**config.mk**
```make
export PLATFORM = sky130hd
export DESIGN_NAME = kmp_pattern_matcher
export DESIGN_NICKNAME = d
export VERILOG_FILES = /design/src/hdl/kmp_pkg.sv /design/src/hdl/kmp_pattern_matcher.sv /design/src/hdl/kmp_cell.sv
export SDC_FILE = /design/constraint.sdc
export NUM_CORES = 1
export LEC_CHECK = 0
export ABC_AREA = 1
export BUFFER_PORTS_ARGS = -buffer_cell sky130_fd_sc_hd__clkbuf_2
export CORE_MARGIN = 2
export CORE_UTILIZATION = 30
export CTS_CLUSTER_DIAMETER = 100
export DETAILED_ROUTE_END_ITERATION = 8
export GPL_TIMING_DRIVEN = 0
export SETUP_SLACK_MARGIN = 0.05
export SKIP_LAST_GASP = 1
export SLEW_MARGIN = 25
export SYNTH_ARGS = -nofsm -noshare
export SYNTH_HDL_FRONTEND = slang
export SYNTH_SLANG_ARGS = --single-unit
```
**constraint.sdc**
```tcl
create_clock -name clock -period 3.7 [get_ports clock]
set_input_delay 0.185 -clock clock [delete_from_list [all_inputs] [get_ports clock]]
set_output_delay 0.185 -clock clock [all_outputs]
set_load 0.02 [all_outputs]
```
**src/hdl/kmp_pkg.sv**
```systemverilog
// ----------------------------------------------------------------------------
// kmp_pkg
// Shared types and register indexes of the pattern matcher.
// ----------------------------------------------------------------------------
package kmp_pkg;

   // widths fixed by the interface
   localparam int TEXT_W  = 8;
   localparam int CSR_W   = 64;
   localparam int LEN_W   = 5;
   localparam int START_W = 32;

   typedef enum logic [1:0] {
      CSR_PATTERN_LEN  = 2'd0,
      CSR_PATTERN_LOW  = 2'd1,
      CSR_PATTERN_HIGH = 2'd2
   } csr_index_type;

   // control broadcast to every cell of the row
   typedef struct packed {
      logic advance;   // a text word is taken this cycle
      logic flush;     // drop all partial matches
   } cell_ctl_type;

endpackage

```
**src/hdl/kmp_pattern_matcher.sv**
```systemverilog
// ----------------------------------------------------------------------------
// kmp_pattern_matcher
// Streaming search for a pattern of up to MAX_PATTERN bytes, non-overlapping.
// ----------------------------------------------------------------------------
// The result word is registered: it appears in the cycle after its text word is accepted.
// Throughput: one text word per cycle while the result side accepts; each cell
//   compares its pattern byte and passes its prefix-match bit to the next cell on each accepted word.
// Reset: pattern length 1, pattern bytes zero, no partial match, position 0.
// A write to a pattern register flushes partial matches and keeps the position.
// ----------------------------------------------------------------------------
module kmp_pattern_matcher
   import kmp_pkg::*;
#(
   parameter int MAX_PATTERN = 16,
   parameter int POS_WIDTH   = 32
) (
   input  logic               clock,
   input  logic               reset,

   input  logic               csr_wen,
   input  logic [1:0]         csr_index,
   input  logic [CSR_W-1:0]   csr_wdata,

   input  logic               req_valid,
   output logic               req_ready,
   input  logic [TEXT_W-1:0]  req_text_byte,
   input  logic               req_end_of_text,

   output logic               rsp_valid,
   input  logic               rsp_ready,
   output logic               rsp_match_found,
   output logic [START_W-1:0] rsp_match_start
);

   localparam int IDX_W = (MAX_PATTERN > 1) ? $clog2(MAX_PATTERN) : 1;
   localparam logic [6:0] MAX_LEN = 7'(MAX_PATTERN);

   logic [LEN_W-1:0]     pat_len_ff, pat_len_in;
   logic [CSR_W-1:0]     pat_low_ff, pat_low_in;
   logic [CSR_W-1:0]     pat_high_ff, pat_high_in;
   logic                 csr_hit;

   logic [POS_WIDTH-1:0] pos_ff, pos_in;
   logic                 rsp_valid_ff, rsp_valid_in;
   logic                 rsp_found_ff, rsp_found_in;
   logic [START_W-1:0]   rsp_start_ff, rsp_start_in;

   logic                 req_fire;
   logic [6:0]           len_raw, eff_len, len_m1;
   logic [IDX_W-1:0]     len_idx;
   logic                 match_now;
   logic [POS_WIDTH-1:0] start_pos;
   logic [START_W-1:0]   start_word;

   logic [MAX_PATTERN-1:0] hit_now;
   logic [MAX_PATTERN-1:0] hit_q;
   cell_ctl_type           ctl;

   // ---------------- configuration ----------------
   always_comb begin
      pat_len_in  = pat_len_ff;
      pat_low_in  = pat_low_ff;
      pat_high_in = pat_high_ff;
      csr_hit     = 1'b0;
      if (csr_wen) begin
         unique case (csr_index)
            CSR_PATTERN_LEN: begin
               pat_len_in = csr_wdata[LEN_W-1:0];
               csr_hit    = 1'b1;
            end
            CSR_PATTERN_LOW: begin
               pat_low_in = csr_wdata;
               csr_hit    = 1'b1;
            end
            CSR_PATTERN_HIGH: begin
               pat_high_in = csr_wdata;
               csr_hit     = 1'b1;
            end
            default: begin
               csr_hit = 1'b0;
            end
         endcase
      end
   end

   always_ff @(posedge clock) begin
      if (reset) begin
         pat_len_ff  <= LEN_W'(1);
         pat_low_ff  <= '0;
         pat_high_ff <= '0;
      end else begin
         pat_len_ff  <= pat_len_in;
         pat_low_ff  <= pat_low_in;
         pat_high_ff <= pat_high_in;
      end
   end

   // zero acts as one, anything past the row acts as the full row
   always_comb begin
      len_raw = {2'b00, pat_len_ff};
      if (len_raw == 7'd0) begin
         eff_len = 7'd1;
      end else if (len_raw > MAX_LEN) begin
         eff_len = MAX_LEN;
      end else begin
         eff_len = len_raw;
      end
      len_m1  = eff_len - 7'd1;
      len_idx = len_m1[IDX_W-1:0];
   end

   // ---------------- handshake ----------------
   assign req_ready = ~rsp_valid_ff | rsp_ready;
   assign req_fire  = req_valid & req_ready;

   // ---------------- cell row ----------------
   assign match_now   = hit_now[len_idx];
   assign ctl.advance = req_fire;
   assign ctl.flush   = csr_hit | (req_fire & (match_now | req_end_of_text));

   genvar gi;
   for (gi = 0; gi < MAX_PATTERN; gi++) begin : g_cell
      logic [TEXT_W-1:0] pat_byte;
      logic              prev_hit;

      if (gi < 8) begin : g_low
         assign pat_byte = pat_low_ff[8*gi +: 8];
      end else if (gi < 16) begin : g_high
         assign pat_byte = pat_high_ff[8*(gi-8) +: 8];
      end else begin : g_none
         assign pat_byte = '0;
      end

      if (gi == 0) begin : g_head
         assign prev_hit = 1'b1;
      end else begin : g_link
         assign prev_hit = hit_q[gi-1];
      end

      kmp_cell u_cell (
         .clock     (clock),
         .reset     (reset),
         .ctl       (ctl),
         .text_byte (req_text_byte),
         .pat_byte  (pat_byte),
         .prev_hit  (prev_hit),
         .hit_now   (hit_now[gi]),
         .hit_q     (hit_q[gi])
      );
   end

   // ---------------- position and start ----------------
   always_comb begin
      if (pos_ff >= POS_WIDTH'(len_m1)) begin
         start_pos = pos_ff - POS_WIDTH'(len_m1);
      end else begin
         start_pos = '0;
      end
   end

   if (POS_WIDTH >= START_W) begin : g_start_trunc
      assign start_word = start_pos[START_W-1:0];
   end else begin : g_start_ext
      assign start_word = {{(START_W-POS_WIDTH){1'b0}}, start_pos};
   end

   always_comb begin
      pos_in = pos_ff;
      if (req_fire) begin
         if (req_end_of_text) begin
            pos_in = '0;
         end else if (pos_ff != '1) begin
            pos_in = pos_ff + 1'b1;
         end
      end
   end

   // ---------------- result register ----------------
   always_comb begin
      rsp_valid_in = rsp_valid_ff;
      rsp_found_in = rsp_found_ff;
      rsp_start_in = rsp_start_ff;
      if (req_fire) begin
         rsp_valid_in = 1'b1;
         rsp_found_in = match_now;
         rsp_start_in = match_now ? start_word : '0;
      end else if (rsp_ready) begin
         rsp_valid_in = 1'b0;
      end
   end

   always_ff @(posedge clock) begin
      if (reset) begin
         pos_ff       <= '0;
         rsp_valid_ff <= 1'b0;
      end else begin
         pos_ff       <= pos_in;
         rsp_valid_ff <= rsp_valid_in;
      end
   end

   always_ff @(posedge clock) begin
      rsp_found_ff <= rsp_found_in;
      rsp_start_ff <= rsp_start_in;
   end

   assign rsp_valid       = rsp_valid_ff;
   assign rsp_match_found = rsp_found_ff;
   assign rsp_match_start = rsp_start_ff;

   // ---------------- assertions ----------------
   a_csr_flush : assert property (@(posedge clock) disable iff (reset)
      csr_hit |=> (hit_q == '0))
      else $error("partial match survived a pattern write");

   a_match_restart : assert property (@(posedge clock) disable iff (reset)
      (req_fire && match_now) |=> (rsp_valid_ff && rsp_found_ff && hit_q == '0))
      else $error("match not reported or search not restarted");

   a_start_clear : assert property (@(posedge clock) disable iff (reset)
      (rsp_valid_ff && !rsp_found_ff) |-> (rsp_start_ff == '0))
      else $error("start nonzero without a match");

   a_eot_pos : assert property (@(posedge clock) disable iff (reset)
      (req_fire && req_end_of_text) |=> (pos_ff == '0))
      else $error("position not cleared after end of text");

endmodule

```
**src/hdl/kmp_cell.sv**
```systemverilog
// ----------------------------------------------------------------------------
// kmp_cell
// One pattern position: remembers whether the pattern prefix ending at this
// position matches the text seen since the last restart.
// ----------------------------------------------------------------------------
module kmp_cell
   import kmp_pkg::*;
(
   input  logic              clock,
   input  logic              reset,
   input  cell_ctl_type      ctl,
   input  logic [TEXT_W-1:0] text_byte,
   input  logic [TEXT_W-1:0] pat_byte,
   input  logic              prev_hit,
   output logic              hit_now,
   output logic              hit_q
);

   logic hit_ff;
   logic hit_in;

   // prefix through this position extends by one byte
   assign hit_now = prev_hit & (text_byte == pat_byte);

   always_comb begin
      hit_in = hit_ff;
      if (ctl.flush) begin
         hit_in = 1'b0;
      end else if (ctl.advance) begin
         hit_in = hit_now;
      end
   end

   always_ff @(posedge clock) begin
      if (reset) begin
         hit_ff <= 1'b0;
      end else begin
         hit_ff <= hit_in;
      end
   end

   assign hit_q = hit_ff;

endmodule

```
### Word level (Yosys, flattened, before mapping)

Cells that the tools add are included.

| storage, ports and cells | value |
|---|---|
| bits in registers | 214 |
| bits of input ports | 80 |
| word-level logic and storage cells | 89 |
| output and inout bits | 35 |

| operators by class | value |
|---|---|
| reductions and logical operators | 11 |
| $lt $le $gt $ge | 3 |
| eq/ne operators | 19 |
| bitwise logic cells | 21 |
| muxes and demuxes | 10 |
| add/subtract/negate cells | 3 |

Operators by type and width:

| kind | count |
|---|---|
| == test 8 bit | 16 |
| 2-to-1 mux 32 bit | 2 |
| adder 32 x 1 -> 32 bit, second input constant | 1 |
| greater-or-equal comparator 32 x 7 -> 1 bit | 1 |
| inequality test 32 bit, second input constant | 1 |
| subtractor 32 x 7 -> 32 bit | 1 |
| AND 1 bit | 17 |
| 2-to-1 mux 5 bit | 2 |
| AND reduction 2 bit | 5 |
| subtractor 7 x 1 -> 7 bit, second input constant | 1 |
| greater-than comparator 5 bit, second input constant | 1 |
| logical NOT 5 bit | 1 |
| < comparator 4 x 5 -> 1 bit, second input constant | 1 |
| 2-to-1 mux 1 bit | 5 |
| binary-select mux 1 bit (select 4 bit) | 1 |
| nonzero test 2 bit | 2 |
| OR 1 bit | 3 |
| OR reduction 3 bit | 1 |
| == test 2 x 1 -> 1 bit, second input constant | 1 |
| == test 2 bit, second input constant | 1 |
| logical NOT 2 bit | 1 |
| OR reduction 2 bit | 1 |
| inverter 1 bit | 1 |

### Longest topological paths before layout

| logic depth | value |
|---|---|
| depth in word-level cells | 10 |
| mapped depth | 21 |
| depth with buffers taken out | 20 |

### Hierarchy

A second synthesis with hierarchy kept.

| unflattened totals | value |
|---|---|
| cells, all modules | 2122 |
| area, all modules | 13136.3 µm² |

By module, submodules not included:

| module | seq. area each (µm²) | cells an instance | area an instance (µm²) | times used |
|---|---|---|---|---|
| kmp_pattern_matcher | 4314.1 | 1306 | 9292.7 | 1 |
| kmp_cell | 20.0 | 51 | 240.2 | 16 |

### Least setup slack after synthesis

No wires, ideal clock.

| timing | value |
|---|---|
| path type | register -> register |
| start | reg pat_len_ff[2] |
| end | reg rsp_start_ff[27], in the netlist rsp_match_start[27], data pin |
| data required time | 3.436 ns |
| path slack | 0.441 ns |
| period minus slack after synthesis | 3.259 ns |
| cell stages (with the launch flop) | 22 |
| buffers on the path | 1 |
| library setup time | 0.264 ns |
| arrival | 2.994 ns |
| cells stage by stage | dfxtp_1 nor2_1 nand2_1 a21oi_4 inv_2 ha_1 xor2_1 inv_1 ha_1 nand2_1 nor2_1 nor2_4 inv_2 a21oi_2 nand3_2 nor2_4 nand2_2 nor2_4 nand4_2 nand2_4 buf_6 nor3_2 |

| between the ends | value |
|---|---|
| longest elaborated chain between the ends | 7 |
| elaborated cells between the ends (all ways) | 10 |
| classes of those cells | 2 x add/sub; 2 x order compare; 4 x mux; 2 x reduce/logical |

Ends and longest elaborated chain:

| element | line | RTL |
|---|---|---|
| start: declaration | kmp_pattern_matcher.sv:38 | `logic [LEN_W-1:0] pat_len_ff, pat_len_in;` |
| start signal: assignment | kmp_pattern_matcher.sv:92 | `pat_len_ff <= pat_len_in;` |
| greater-than comparator 5 bit | kmp_pattern_matcher.sv:103 | `end else if (len_raw > MAX_LEN) begin` |
| 2-to-1 mux 5 bit | kmp_pattern_matcher.sv:103 |  |
| 2-to-1 mux 5 bit * | kmp_pattern_matcher.sv:101 | `if (len_raw == 7'd0) begin` |
| subtractor 7 x 1 -> 7 bit * | kmp_pattern_matcher.sv:108 | `len_m1 = eff_len - 7'd1;` |
| parallel branches: the longest is 3 deep, another holds greater-or-equal comparator 32 x 7 -> 1 bit | n/a |  |
| end signal: assignment | kmp_pattern_matcher.sv:204 | `rsp_start_ff <= rsp_start_in;` |
| end: declaration | kmp_pattern_matcher.sv:46 | `logic [START_W-1:0] rsp_start_ff, rsp_start_in;` |

Every way passes the cells marked *. The select of a mux whose other input is x is not followed.
A chain may end at the register's enable or synchronous reset.

### Worst setup path in the final report

| timing | value |
|---|---|
| start | reg pat_len_ff[3] |
| end | reg rsp_start_ff[5], in the netlist rsp_match_start[5], data pin |

Same word-level chain as after synthesis.

==> qor.json <==
{
  "status": {
    "run_status": "complete, no violations"
  },
  "setup_path": {
    "r2r_setup_slack_ps": 240,
    "criticalPathCategory": "reg2reg",
    "crit_required_ps": 3990,
    "cp_cell_sequence": "nor2_1 -> nand2_1 -> a21oi_4 -> inv_4 -> ha_2 -> fa_1 -> inv_1 -> nor2_1 -> nor2_4 -> inv_2 -> a21oi_4 -> nand3_2 -> nor2_4 -> nand2_2 -> nor2_4 -> nand4_2 -> nand2_4 -> buf_8 -> nor2_1",
    "slowest_stage": "sky130_fd_sc_hd__fa_1",
    "timing.critical_path.arrival_ps": 3760,
    "nature_of_the_critical_path_startpoint": "register",
    "critical_path_peak_fanout": 10,
    "end_kind": "register",
    "cp_slowest_stage_delay_ps": 420
  },
  "global_routing": {
    "via_count_of_the_first_global_routing_pass": 11036,
    "grt_max_degree": 30,
    "globalRouteTotalUtil": 0.200,
    "antenna_violations_before_repair": 0,
    "grt_overflow": 0,
    "grt_first_pass_wirelength_um": 59900
  },
  "logic_synthesis": {
    "yosys.cell_types.count": 48,
    "syn_nets": 1684,
    "syn_area_um2": 11200,
    "synthCells": 1594,
    "async_reset_ff_frac": 0,
    "postSynth.topFlopCell": "sky130_fd_sc_hd__dfxtp_1",
    "synth_top_cells_by_area": "sky130_fd_sc_hd__dfxtp_1 (32%), sky130_fd_sc_hd__nand2_1 (10%), sky130_fd_sc_hd__nor2_1 (9.2%)",
    "synth-edff-count": 33,
    "yosysWarnings": 0,
    "mean_post_synth_cell_area_um2": 7.02,
    "synth.top_cells.by_count": "sky130_fd_sc_hd__nand2_1 (312), sky130_fd_sc_hd__nor2_1 (275), sky130_fd_sc_hd__dfxtp_1 (181)",
    "yosysSeqAreaShare": 0.412,
    "ys_ff_latch": 214,
    "synth_most_common_cell": "sky130_fd_sc_hd__nand2_1",
    "post-synth-top-area-fraction": 0.324,
    "post-synth-top-area-cell": "sky130_fd_sc_hd__dfxtp_1"
  },
  "floorplan": {
    "design.die.area_um2": 38900,
    "chipHeight_um": 197,
    "core_ar_um2": 36700,
    "io-pin-count": 115,
    "start_util": 0.305,
    "std_cell_rows": 70,
    "floorplan_die_width_um": 197
  },
  "layout": {
    "number_of_cells_in_the_finished_layout_apart_from_fillers": 2297,
    "syn2layout_area_growth_pct": 25.9,
    "n_antenna_cell": 0,
    "layout.filler_cells": 3833,
    "register_area_um2": 4610,
    "layout-drive-gt1-share": 0.138,
    "multi_input_comb_area_um2": 5570,
    "design.final.nets": 1899
  },
  "sta": {
    "timing.max_slew.rel_slack": 0.404,
    "finalSetupTns_ps": 0,
    "fmax_mhz": 289,
    "final_setup_viols": 0,
    "max_slew.worst_pin.slew_ps": 888,
    "final.period_utilization": 0.936,
    "finClkSkew_ps": 38.1,
    "hold_violations": 0,
    "layout_min_cycle_time_ps": 3460,
    "timing_max_transition_violations_final": 0,
    "timing.hold.ws_ps": 64.2,
    "unrepaired_setup_endpoints_after_global_routing": "no",
    "worst_slack_ps": 236
  },
  "placed_design": {
    "gp_congestion": 0.918,
    "dp_worst_setup_slack_ps": -374,
    "io_buffers": 108,
    "post-dp-hpwl_um": 27800,
    "place.detailed.instances": 2171
  },
  "power_and_ir_drop": {
    "internal-power_mw": 4.53,
    "power.share.combinational": 0.158,
    "power.share.clock": 0.438,
    "power_density_over_cell_area_nw_per_um2": 448,
    "leakagePower_nw": 6.11,
    "power.share.sequential": 0.404,
    "power.ir.vdd_worst_v": 0.000332,
    "sw_frac_of_total": 0.281,
    "power_switching_mw": 1.78,
    "finalPower_mw": 6.31
  },
  "routing": {
    "total_routed_wirelength_um": 39100,
    "detail_route.vias_per_cell": 4.92,
    "vias": 11303,
    "post_detailed_route_wirelength_per_cell_um": 17.0,
    "first_pass_iters": 5,
    "final_antenna_net_count": 0,
    "drc": 0,
    "number_of_design_rule_violations_left_by_the_first_detailed_router_iteration": 773
  },
  "clock_tree": {
    "cts_inserted_buffers": 27,
    "clock-sinks": 214,
    "worstSkewPairLatency_ps": 580,
    "tritoncts": "done",
    "cts-htree-levels": 1,
    "ctsRootBufferMaster": "sky130_fd_sc_hd__clkbuf_16",
    "clock_transition_at_the_register_clock_pins_on_the_worst_setup_and_hold_paths_after_cts_ps": 60,
    "max-clock-path-buffers": 3
  },
  "job": {
    "cap_violations": 0
  },
  "worst_hold_path": {
    "timing.hold.worst.class": "in2reg"
  }
}
==> cell families (layout without fill, tap and decap cells) <==
logic type / Yosys count / count (layout) / share of synthesized area
fa+ha+maj: 10 / 10 / 0.0118
buf+inv: 245 / 480 / 0.0951
compound gates: 328 / 328 / 0.157
simple gates: 733 / 733 / 0.274
xor+xnor: 63 / 63 / 0.0493
other cells: 1 / 1 / 0.000335
flops: 214 / 214 / 0.412
==> metal layers <==
| metal | GRT usage | part of all wire | up-vias |
|---|---|---|---|
| met4 | 0.102 | 0.051 | 0 |
| met2 | 0.337 | 0.46 | 450 |
| li1 | - | - | 5555 |
| met3 | 0.0389 | 0.075 | 120 |
| met5 | 0 | 0 | - |
| met1 | 0.242 | 0.41 | 5178 |
==> repair_timing <==
action                                 in CTS  in global routing
setup endpoints to repair                  32                 32
setup buffers                               3                  5
pin swaps                                   2                  3
hold buffers                               69                  0
endpoints found under the hold margin     133                  0
resized for setup                           7                  8
==> power by group through the flow <==
stage	sequential (mW)	combinational [mW]	clock [mW]
2_1_floorplan	2.63	0.537	0
3_3_place_gp	2.60	0.876	0
3_5_place_dp	2.60	0.891	0
4_1_cts	2.55	0.966	2.80
5_1_grt	2.56	1.09	2.90
6_report	2.55	0.996	2.76
==> worst max-delay path: cells and delay by family (launching register included) <==
kind	cells	cell delay [ps]
AND/OR/NAND/NOR	11	1300
adder cells (fa/ha/maj)	2	800
buffers and inverters	4	440
AO/OA/AOI/OAI	2	340
flip-flops	1	320
==> cells in the final DEF (no fill, tap or decap), types with 3 or more instances in the layout <==
cell type / Yosys / routed
sky130_fd_sc_hd__o21a_1: 6 / 6
sky130_fd_sc_hd__ha_1: 9 / 7
sky130_fd_sc_hd__dfxtp_1: 181 / 181
sky130_fd_sc_hd__nand2_1: 312 / 312
sky130_fd_sc_hd__nand3_1: 63 / 62
sky130_fd_sc_hd__nor2_1: 275 / 273
sky130_fd_sc_hd__dlygate4sd3_1: 0 / 69
sky130_fd_sc_hd__inv_1: 153 / 152
sky130_fd_sc_hd__buf_2: 7 / 7
sky130_fd_sc_hd__edfxtp_1: 33 / 33
sky130_fd_sc_hd__and3_1: 3 / 3
sky130_fd_sc_hd__nor3_2: 7 / 9
sky130_fd_sc_hd__clkbuf_8: 0 / 4
sky130_fd_sc_hd__inv_2: 10 / 10
sky130_fd_sc_hd__nor4_1: 5 / 5
sky130_fd_sc_hd__o211ai_1: 6 / 6
sky130_fd_sc_hd__a21oi_1: 111 / 111
sky130_fd_sc_hd__nand3_2: 4 / 5
sky130_fd_sc_hd__nor2_2: 6 / 7
sky130_fd_sc_hd__or2_2: 5 / 5
sky130_fd_sc_hd__nor3_1: 33 / 31
sky130_fd_sc_hd__xnor2_1: 26 / 26
sky130_fd_sc_hd__o21ai_1: 6 / 7
sky130_fd_sc_hd__clkbuf_2: 1 / 110
sky130_fd_sc_hd__bufinv_16: 0 / 3
sky130_fd_sc_hd__nor2_4: 3 / 4
sky130_fd_sc_hd__nand2_2: 5 / 5
sky130_fd_sc_hd__o21ai_0: 175 / 174
sky130_fd_sc_hd__a31oi_1: 4 / 4
sky130_fd_sc_hd__buf_4: 10 / 18
sky130_fd_sc_hd__nand4_1: 8 / 8
sky130_fd_sc_hd__clkinv_2: 0 / 5
sky130_fd_sc_hd__xor2_1: 37 / 36
sky130_fd_sc_hd__o21bai_1: 3 / 3
sky130_fd_sc_hd__buf_6: 13 / 11
sky130_fd_sc_hd__clkbuf_16: 0 / 28
sky130_fd_sc_hd__a21oi_2: 8 / 7
sky130_fd_sc_hd__clkbuf_1: 48 / 53
==> sequential cells by signal, indices dropped and copies added, names as in the netlist <==
signal and flops:
g_cell.u_cell.hit_q 15, pat_high_ff 64, pat_len_ff 5, pat_low_ff 64
pos_ff 32, rsp_match_found 1, rsp_match_start 32, rsp_valid 1
==> layout make-up <==
cell class                 count  area share
tap                          468      0.0416
multi-input combinational   1135       0.395
clock inverter                11      0.0107
inverter                     165      0.0441
timing repair buffer         186      0.0931
buffer                        80      0.0326
clock buffer                  38      0.0552
sequential                   214       0.328
==> per-stage QoR <==
step,util,cell area [µm²]
after floorplan,-,11200
after global placement,0.336,12300
after detailed placement,0.336,12300
after CTS,0.382,14000
after global routing,0.384,14100
final,0.384,14100
==> path summary, 6_finish.rpt <==
path                                      start            endpoint  cells after the start
worst max-delay path              pat_len_ff[3]  rsp_match_start[5]                     19
worst min-delay path            req_end_of_text          pos_ff[22]                      4
worst max register to register    pat_len_ff[3]  rsp_match_start[5]                     19
worst min register to register   pat_high_ff[6]      pat_high_ff[6]                      2
(Power assumes the default switching activity.)
